File: config.mk
export PLATFORM = sky130hd
export DESIGN_NAME = srs_cell
export DESIGN_NICKNAME = d
export VERILOG_FILES = /design/src/sv/srs_pkg.sv /design/src/sv/srs_cell.sv
export SDC_FILE = /design/constraint.sdc
export NUM_CORES = 1
export LEC_CHECK = 0
export BUFFER_PORTS_ARGS = -buffer_cell sky130_fd_sc_hd__buf_2
export CAP_MARGIN = 20
export CORE_ASPECT_RATIO = 1.1
export CORE_MARGIN = 2
export CORE_UTILIZATION = 40
export DETAILED_ROUTE_END_ITERATION = 8
export HOLD_SLACK_MARGIN = 0.1
export PLACE_DENSITY_LB_ADDON = 0.1
export SKIP_LAST_GASP = 1
export SLEW_MARGIN = 30
export SYNTH_ARGS = -nofsm -noshare
export SYNTH_HDL_FRONTEND = slang
export SYNTH_SLANG_ARGS = --single-unit
File: constraint.sdc
create_clock -name clk -period 2.4 [get_ports clk]
set_input_delay 0 -clock clk [delete_from_list [all_inputs] [get_ports clk]]
set_output_delay 0 -clock clk [all_outputs]
set_load 0.01 [all_outputs]
File: src/sv/srs_pkg.sv
// Shared types and constants for the sorted rank set.
package srs_pkg;

    localparam int VALUE_W = 32;
    localparam int POS_W   = 8;
    localparam int RANK_W  = 8;

    // Request kinds carried on the input tuser bit
    localparam logic REQ_INSERT = 1'b0;
    localparam logic REQ_REMOVE = 1'b1;

    typedef enum logic [1:0] {
        STATUS_DONE,
        STATUS_FULL,
        STATUS_RANGE
    } status_t;

    // Row-wide control broadcast to every cell
    typedef struct packed {
        logic               capture;
        logic               ins;
        logic               rem;
        logic               desc;
        logic [VALUE_W-1:0] value;
    } cell_ctl_t;

endpackage

File: src/sv/srs_cell.sv
// One storage cell of the sorted row: holds an entry and its compare flag.
module srs_cell
(
    input  logic                       clk,
    input  srs_pkg::cell_ctl_t         ctl,
    input  logic                       in_list,
    input  logic                       tail_sel,
    input  logic                       pre,
    input  logic [srs_pkg::VALUE_W-1:0] left_entry,
    input  logic [srs_pkg::VALUE_W-1:0] right_entry,
    output logic [srs_pkg::VALUE_W-1:0] entry,
    output logic                       flag
);

    logic [srs_pkg::VALUE_W-1:0] entry_reg;
    logic [srs_pkg::VALUE_W-1:0] entry_next;
    logic                        flag_reg;
    logic                        flag_next;
    logic                        ahead;

    // Stored entry stands strictly ahead of the incoming value
    assign ahead = ctl.desc ? (entry_reg > ctl.value) : (entry_reg < ctl.value);

    always_comb
    begin
        flag_next  = flag_reg;
        entry_next = entry_reg;
        if (ctl.capture)
        begin
            flag_next = in_list && ahead;
        end
        if (ctl.ins)
        begin
            // Keep when before the slot, take the value at the slot, shift down after it
            if (!pre)
            begin
                entry_next = left_entry;
            end
            else if (!flag_reg)
            begin
                entry_next = ctl.value;
            end
        end
        else if (ctl.rem && tail_sel)
        begin
            entry_next = right_entry;
        end
    end

    always_ff @(posedge clk)
    begin
        flag_reg  <= flag_next;
        entry_reg <= entry_next;
    end

    assign entry = entry_reg;
    assign flag  = flag_reg;

endmodule

**Yosys cells after proc, flatten, opt, wreduce, memory -nomap -nowiden**

Index checks and enable logic that the tools add are counted.

- Order comparisons: 2
- Equality and inequality tests: 1
- Mux-type cells: 5
- Reductions and logical operators: 4

Operator list:

| kind | number |
|---|---|
| 32-bit two-way mux | 4 |
| 32-bit > comparator | 1 |
| 32-bit < comparator | 1 |
| 3-bit inequality test, second input constant | 1 |
| 1-bit logical AND | 2 |
| 2-bit AND reduction | 1 |
| 2-bit nonzero test | 1 |
| 1-bit two-way mux | 1 |

- Register bits: 33
- Input bits: 104
- Output and inout bits: 33
- Logic and storage cells: 14

**Depth between registers and ports, before layout**

Gate-level depths: netlist of the first run.

- Depth after elaboration: 3
- Gate-level depth with buffers: 8
- Mapped depth without buffers: 8

**Worst setup path before layout of the first run**

OpenSTA, ideal clock, no wires.

- Path type: input port to flip-flop
- From: input pre
- To: register entry_reg, in the netlist entry[0] (enable)
- Library setup time: 0.441 ns
- Data arrival time: 2.210 ns
- Required time: 1.959 ns
- Path slack: -0.251 ns
- Cell stages on the path: 3
- Buffers on the path: 2
- Cells stage by stage: clkbuf_1 -> buf_2 -> a31oi_1

- Word-level cells in the longest chain between the ends: 2

RTL lines:

| item | RTL line | RTL |
|---|---|---|
| start, declared | srs_cell.sv:8 | `input logic pre,` |
| 3-bit inequality test (no line) | -- |  |
| 2-bit AND reduction (no line) | -- |  |
| end signal, assigned | srs_cell.sv:53 | `entry_reg <= entry_next;` |
| end, declared | srs_cell.sv:15 | `logic [srs_pkg::VALUE_W-1:0] entry_reg;` |

Every way passes these cells.
A chain may end at the register's enable or synchronous reset.

**Worst setup path in the final report of the first run**

- From: register entry_reg, in the netlist entry[18]
- To: register flag_reg, in the netlist flag, data pin

- Word-level cells in the longest chain between the ends: 3
- Elaborated cells on any way between the ends: 4
- Classes of those cells: 2 x order compare; 1 x mux; 1 x reduce/logical

RTL lines:

| item | RTL line | RTL |
|---|---|---|
| 32-bit < comparator or 32-bit > comparator (tied branches) | srs_cell.sv:22 | `assign ahead = ctl.desc ? (entry_reg > ctl.value) : (entry_reg < ctl.value);` |
| 1-bit two-way mux * | srs_cell.sv:22 |  |
| 1-bit logical AND * | srs_cell.sv:30 | `flag_next = in_list && ahead;` |
| end signal, assigned | srs_cell.sv:52 | `flag_reg <= flag_next;` |
| end, declared | srs_cell.sv:17 | `logic flag_reg;` |

Mark *: on every way between the ends. The rest lies on a longest branch, timed or not.

==> reports/results.ini, run 1 <==
[run_status]
status=completed

[timing]
setup_viol=0
slew_violations=0
worst_slack_ns=0.2582
setup-tns-final_ns=0
fin_crit_ns=2.142
clock.fmax_ghz=0.4669
rsz0062_at_grt=no
hold_viol=0
fin_hold_ws_ns=0.1056
clock-skew-final_ns=0.004067
fin_crit_sh=0.8924
slew_headroom=0.5934
worst_pin_slew_ns=0.6100

[power_and_ir_drop]
p_leak_nw=1.922
cellPowerDensity_nw_per_um2=435.9
ir_worst_vdd_v=0.0003010
power_mw=1.644

[yosys]
netlist_area_um2=2471
ys.warnings.count=0
synthMuxAreaShare=0.1337
syn-num-nets=391
netlist_instances=255
synthTopCellsByArea=edfxtp_1 (40%), ha_1 (16%), mux2i_1 (13%)
synth_top_family_by_area=adder cells
netlist.area_leader.share=0.4010
ys_types=28
synth-compound-area-share=0.1372
synth_fa_ha_area_frac=0.1620
synth_top_area_cell=edfxtp_1
yosysSeqAreaShare=0.4010
synth_xor_xnor_area_share=0
yosys.area_share.simple=0.09772
synth_area_per_cell_um2=9.691
ys_ff_latch=33

[global_routing]
grt_overflow=0
grt_pass1_vias=2487
track_usage=0.1995
grt_pass1_wl_um=10650
grt_max_degree=65
antenna_found_initial=0

[flow_run]
drv_cap=0

[place]
post-place-ws_ns=0.2482
gp_congestion=0.7257
placed_cell_area_um2=3244
dp_hpwl_um=4695
place_inst=463
port_buffers=136

[drt]
drt_wl_total_um=6709
met1_length_um=2762
dr_wl_met2_um=3427
drc=0
dr.pass1.iters=4
highest_layer=met4
wl_met3_um=462
vias=2466
ant_nets=0
wl_per_cell_um=13.03
via_per_inst=4.788
drtIter0Drc=54

[final_layout]
fin_cells=515
syn_to_final_growth_pct=52.61
layout.nets=571
mostFrequentLayoutCell=buf_2
antennaDiodeCount=0
fin_util=0.6202
drive_gt1_frac=0.3402
layout_common_cells=buf_2 (136), dlygate4sd3_1 (45), a21oi_1 (43)
largest_register_ff_count=32
final_area_um2=3771

[clocking]
numClockSinks=33
clock_path_buffers=2
clk_pin_slew_ns=0.07
h-tree-depth=2
cts_root_buf=clkbuf_8
numCtsBuffers=5
cts_resized=0
cts_tree=yes
worstSkewPairLatency_ns=0.28

[floorplan]
fp.dieW_um=78.94
num_rows=30
io_pins=137
die-area_um2=6823
die_y_um=86.44
coreArea_um2=6081
start_util=0.4064

[critical_path]
arrival_ns=2.16
endpoint_kind=flop
crit_fanout=2
crit_slowest_cell=edfxtp_1
rrSetupSlack_ns=0.26
crit_chain=ha_1 -> and3_1 -> a221o_1 -> a221oi_2 -> o211ai_1 -> a21oi_2 -> mux2i_1
cp.required_ns=2.42
crit_type=reg2reg
startpoint_type=flop
cp_slowest_stage_delay_ns=0.38

[worst_hold_path]
hold_class=in2reg

## cells by family after synthesis
group,count (synthesis)
compound gates,58
mux,33
simple gates,55
fa+ha+maj,32
flops,33
buf+inv,44
## layer usage
layer / up-vias / GRT usage
li1: 1271 / -
met1: 1104 / 0.2340
met2: 85 / 0.3667
met3: 6 / 0.05000
met4: 0 / 0.04702
met5: - / 0
## layout make-up
type | count | area [um2]
tap | 80 | 100.1
timing repair buffer | 184 | 1154
sequential | 33 | 991.0
multi-input combinational | 178 | 1326
clock buffer | 6 | 72.57
clock inverter | 1 | 3.754
fill | 557 | 2310
inverter | 33 | 123.9
## Yosys cell counts
| cell type | count |
|---|---|
| a21oi_1 | 43 |
| nor2_1 | 34 |
| edfxtp_1 | 33 |
| inv_1 | 33 |
| mux2i_1 | 33 |
| ha_1 | 32 |
| nand2_1 | 7 |
| clkbuf_1 | 6 |
| nand3_1 | 4 |
| a221o_1 | 3 |
| buf_2 | 3 |
| nand4_1 | 3 |
| o21ai_0 | 3 |
| a21o_1 | 2 |
| and4_1 | 2 |
| buf_1 | 2 |
| a211o_1 | 1 |
| a21o_2 | 1 |
| a21oi_2 | 1 |
| a221oi_2 | 1 |
| a31oi_1 | 1 |
| and2_0 | 1 |
| and3_1 | 1 |
| nand2b_1 | 1 |
| nor2b_1 | 1 |
| nor4_1 | 1 |
| o211ai_1 | 1 |
| o311ai_0 | 1 |
## worst max-delay path, delay by kind of cell (launching register included)
family | cells | cell delay, ns
mux | 1 | 0.08
simple gates | 1 | 0.20
fa+ha+maj | 1 | 0.30
compound gates | 4 | 0.93
flops | 1 | 0.38
## power by group
| group | switching [mW] | total, mW | internal (mW) |
|---|---|---|---|
| Sequential | 0.0273 | 0.732 | 0.705 |
| Combinational | 0.253 | 0.527 | 0.274 |
| Clock | 0.189 | 0.384 | 0.195 |
| Total | 0.469 | 1.64 | 1.17 |
## path summary, 6_finish.rpt
| kind | from | to | cells after the start |
|---|---|---|---|
| worst max-delay path | entry[18]$_DFFE_PP_ | flag$_DFFE_PP_ | 7 |
| worst min-delay path | left_entry[22] | entry[22]$_DFFE_PP_ | 3 |
| worst max register to register | entry[18]$_DFFE_PP_ | flag$_DFFE_PP_ | 7 |
| worst min register to register | entry[31]$_DFFE_PP_ | flag$_DFFE_PP_ | 5 |
## timing repair
action | CTS | global route
hold endpoints to repair | 33 | 0
buffers inserted | 0 | 0
hold buffers | 45 | 0
setup endpoints to repair | 0 | 0
(Power assumes the default switching activity.)
==> run 2: changes to the inputs <==
==> constraint.sdc (replaced) <==
create_clock -name clk -period 1.83 [get_ports clk]
set_input_delay 0 -clock clk [delete_from_list [all_inputs] [get_ports clk]]
set_output_delay 0 -clock clk [all_outputs]
set_load 0.01 [all_outputs]
==> run 2 against run 1 <==
Compared with the run above: design area grew 4.4%; critical path type unchanged; total power rose by 35%; wire length rose by 0.85%; critical endpoint unchanged; clock power increased by 34%; register-to-register slack worse by 0.52 ns; global-route usage rose by 0.55 points; the flow now finishes with violations (setup timing); sequential share of layout area decreased by 1.1 points.
==> reports/results.ini, run 2 (synthesis gave the netlist of run 1 again) <==
[critical_path]
arrival_ns=2.11  ; -0.05 ns
crit_slowest_cell=edfxtp_1
crit_type=reg2reg
crit_fanout=2  ; unchanged
crit_chain=ha_1 -> a21o_2 -> a221o_1 -> a221oi_2 -> o211ai_1 -> a21oi_2 -> mux2i_1
cp.required_ns=1.86  ; -0.56 ns
critPathBufInv=0  ; unchanged
cp_slowest_stage_delay_ns=0.39  ; about the same
cp_top_family=compound AO/OA/AOI/OAI gates
startpoint_type=flop
endpoint_kind=flop

[timing]
clock-skew-final_ns=0.003241  ; -0.0008256 ns
rsz0062_at_grt=yes
slew_violations=0  ; unchanged
slew_headroom=0.7586  ; +0.1652
setup-tns-final_ns=-0.2587  ; -0.2587 ns
fin_crit_ns=2.089  ; -0.05308 ns
setup_viol=1  ; +1
clock.fmax_ghz=0.4788  ; +2.5%
fin_hold_ws_ns=0.09557  ; -0.009982 ns
hold_viol=0  ; unchanged
worst_pin_slew_ns=0.3621  ; -0.2479 ns
fin_crit_sh=1.141  ; +0.2490
worst_slack_ns=-0.2587  ; -0.5169 ns

[clocking]
clock_path_buffers=2  ; unchanged
cts_root_buf=clkbuf_8
h-tree-depth=2  ; unchanged
numCtsBuffers=5  ; unchanged
clk_pin_slew_ns=0.07  ; about the same
cts_tree=yes
cts_setup_buffers=0  ; unchanged
numClockSinks=33  ; unchanged
worstSkewPairLatency_ns=0.28  ; about the same

[floorplan]
fp.dieW_um=78.94  ; unchanged
io_pins=137  ; unchanged
die-area_um2=6823  ; unchanged
start_util=0.4064  ; unchanged
die_y_um=86.44  ; unchanged
num_rows=30  ; unchanged
coreArea_um2=6081  ; unchanged

[place]
port_buffers=136  ; unchanged
placed_cell_area_um2=3372  ; +3.9%
dp_hpwl_um=4907  ; +4.5%
place_inst=480  ; +3.7%
gp_congestion=0.7264  ; about the same
post-place-ws_ns=-0.2667  ; -0.5149 ns

[drt]
via_per_inst=4.796  ; +0.16%
dr.pass1.iters=4  ; unchanged
wl_per_cell_um=12.67  ; -2.7%
drc=0  ; unchanged
vias=2561  ; +3.9%
ant_nets=0  ; unchanged
drtIter0Drc=50  ; -7.4%
drt_wl_total_um=6766  ; +0.85%

[power_and_ir_drop]
power_mw=2.217  ; +35%
ir_worst_vdd_v=0.0005125  ; +70%
cellPowerDensity_nw_per_um2=563.0  ; +29%
p_leak_nw=2.012  ; +4.7%

[global_routing]
track_usage=0.2050  ; +0.005531
grt_overflow=0  ; unchanged
grt_pass1_wl_um=10960  ; +2.9%
grt_max_degree=37  ; -43%
antenna_found_initial=0  ; unchanged
grt_pass1_vias=2611  ; +5.0%

[final_layout]
layout.nets=590  ; +3.3%
final_area_um2=3938  ; +4.4%
fin_cells=534  ; +3.7%
mostFrequentLayoutCell=buf_2
syn_to_final_growth_pct=59.34
fin_util=0.6475  ; +0.02737
drive_gt1_frac=0.3678  ; +0.02761
largest_register_ff_count=32  ; unchanged
antennaDiodeCount=0  ; unchanged
layout_common_cells=buf_2 (136), dlygate4sd3_1 (47), a21oi_1 (43)

[worst_hold_path]
hold_class=in2reg

[run_status]
violations=setup timing
status=finished, violations left

[flow_run]
drv_cap=0  ; unchanged

-- run 2: layer usage --
layer | part of all wire | vias to the layer above | wire length (um) | track usage
li1 | - | 1312 | - | -
met1 | 0.40 | 1166 | 2677 | 0.2112
met2 | 0.54 | 76 | 3621 | 0.4110
met3 | 0.056 | 7 | 376 | 0.04479
met4 | 0.013 | 0 | 90 | 0.05799
met5 | 0 | - | 0 | 0
-- run 2: final timing paths --
path              slack, ns             endpoint                 from  depth (start not counted)
setup / recovery      -0.26       flag$_DFFE_PP_  entry[18]$_DFFE_PP_                          7
hold / removal          0.1  entry[23]$_DFFE_PP_      right_entry[23]                          3
setup reg to reg      -0.26       flag$_DFFE_PP_  entry[18]$_DFFE_PP_                          7
hold reg to reg        0.84  entry[21]$_DFFE_PP_       flag$_DFFE_PP_                          2
-- run 2: final cells by class --
cell class	instances	area (um2)
well taps	80	100.1
flip-flops and latches	33	991.0
multi-input cells	178	1345
clock buffers	6	72.57
repair buffers	203	1301
inverters	33	123.9
clock inverters	1	3.754
fillers	536	2143
-- run 2: worst reg2reg max path: stages, from the launching register on --
cell and delay, ns:
edfxtp_1 0.39, ha_1 0.31, a21o_2 0.19, a221o_1 0.32
a221oi_2 0.25, o211ai_1 0.15, a21oi_2 0.13, mux2i_1 0.08
-- run 2: repair_timing --
| action | in CTS | in global routing |
|---|---|---|
| endpoints found under the hold margin | 33 | 0 |
| pin swaps | 1 | 1 |
| endpoints found under the setup margin | 1 | 1 |
| hold buffers | 47 | 0 |
| gates resized for setup | 0 | 2 |
-- run 2: power breakdown --
part,switching [mW],internal (mW)
combinational,0.340,0.401
sequential,0.0366,0.924
clock,0.259,0.256
total,0.636,1.58
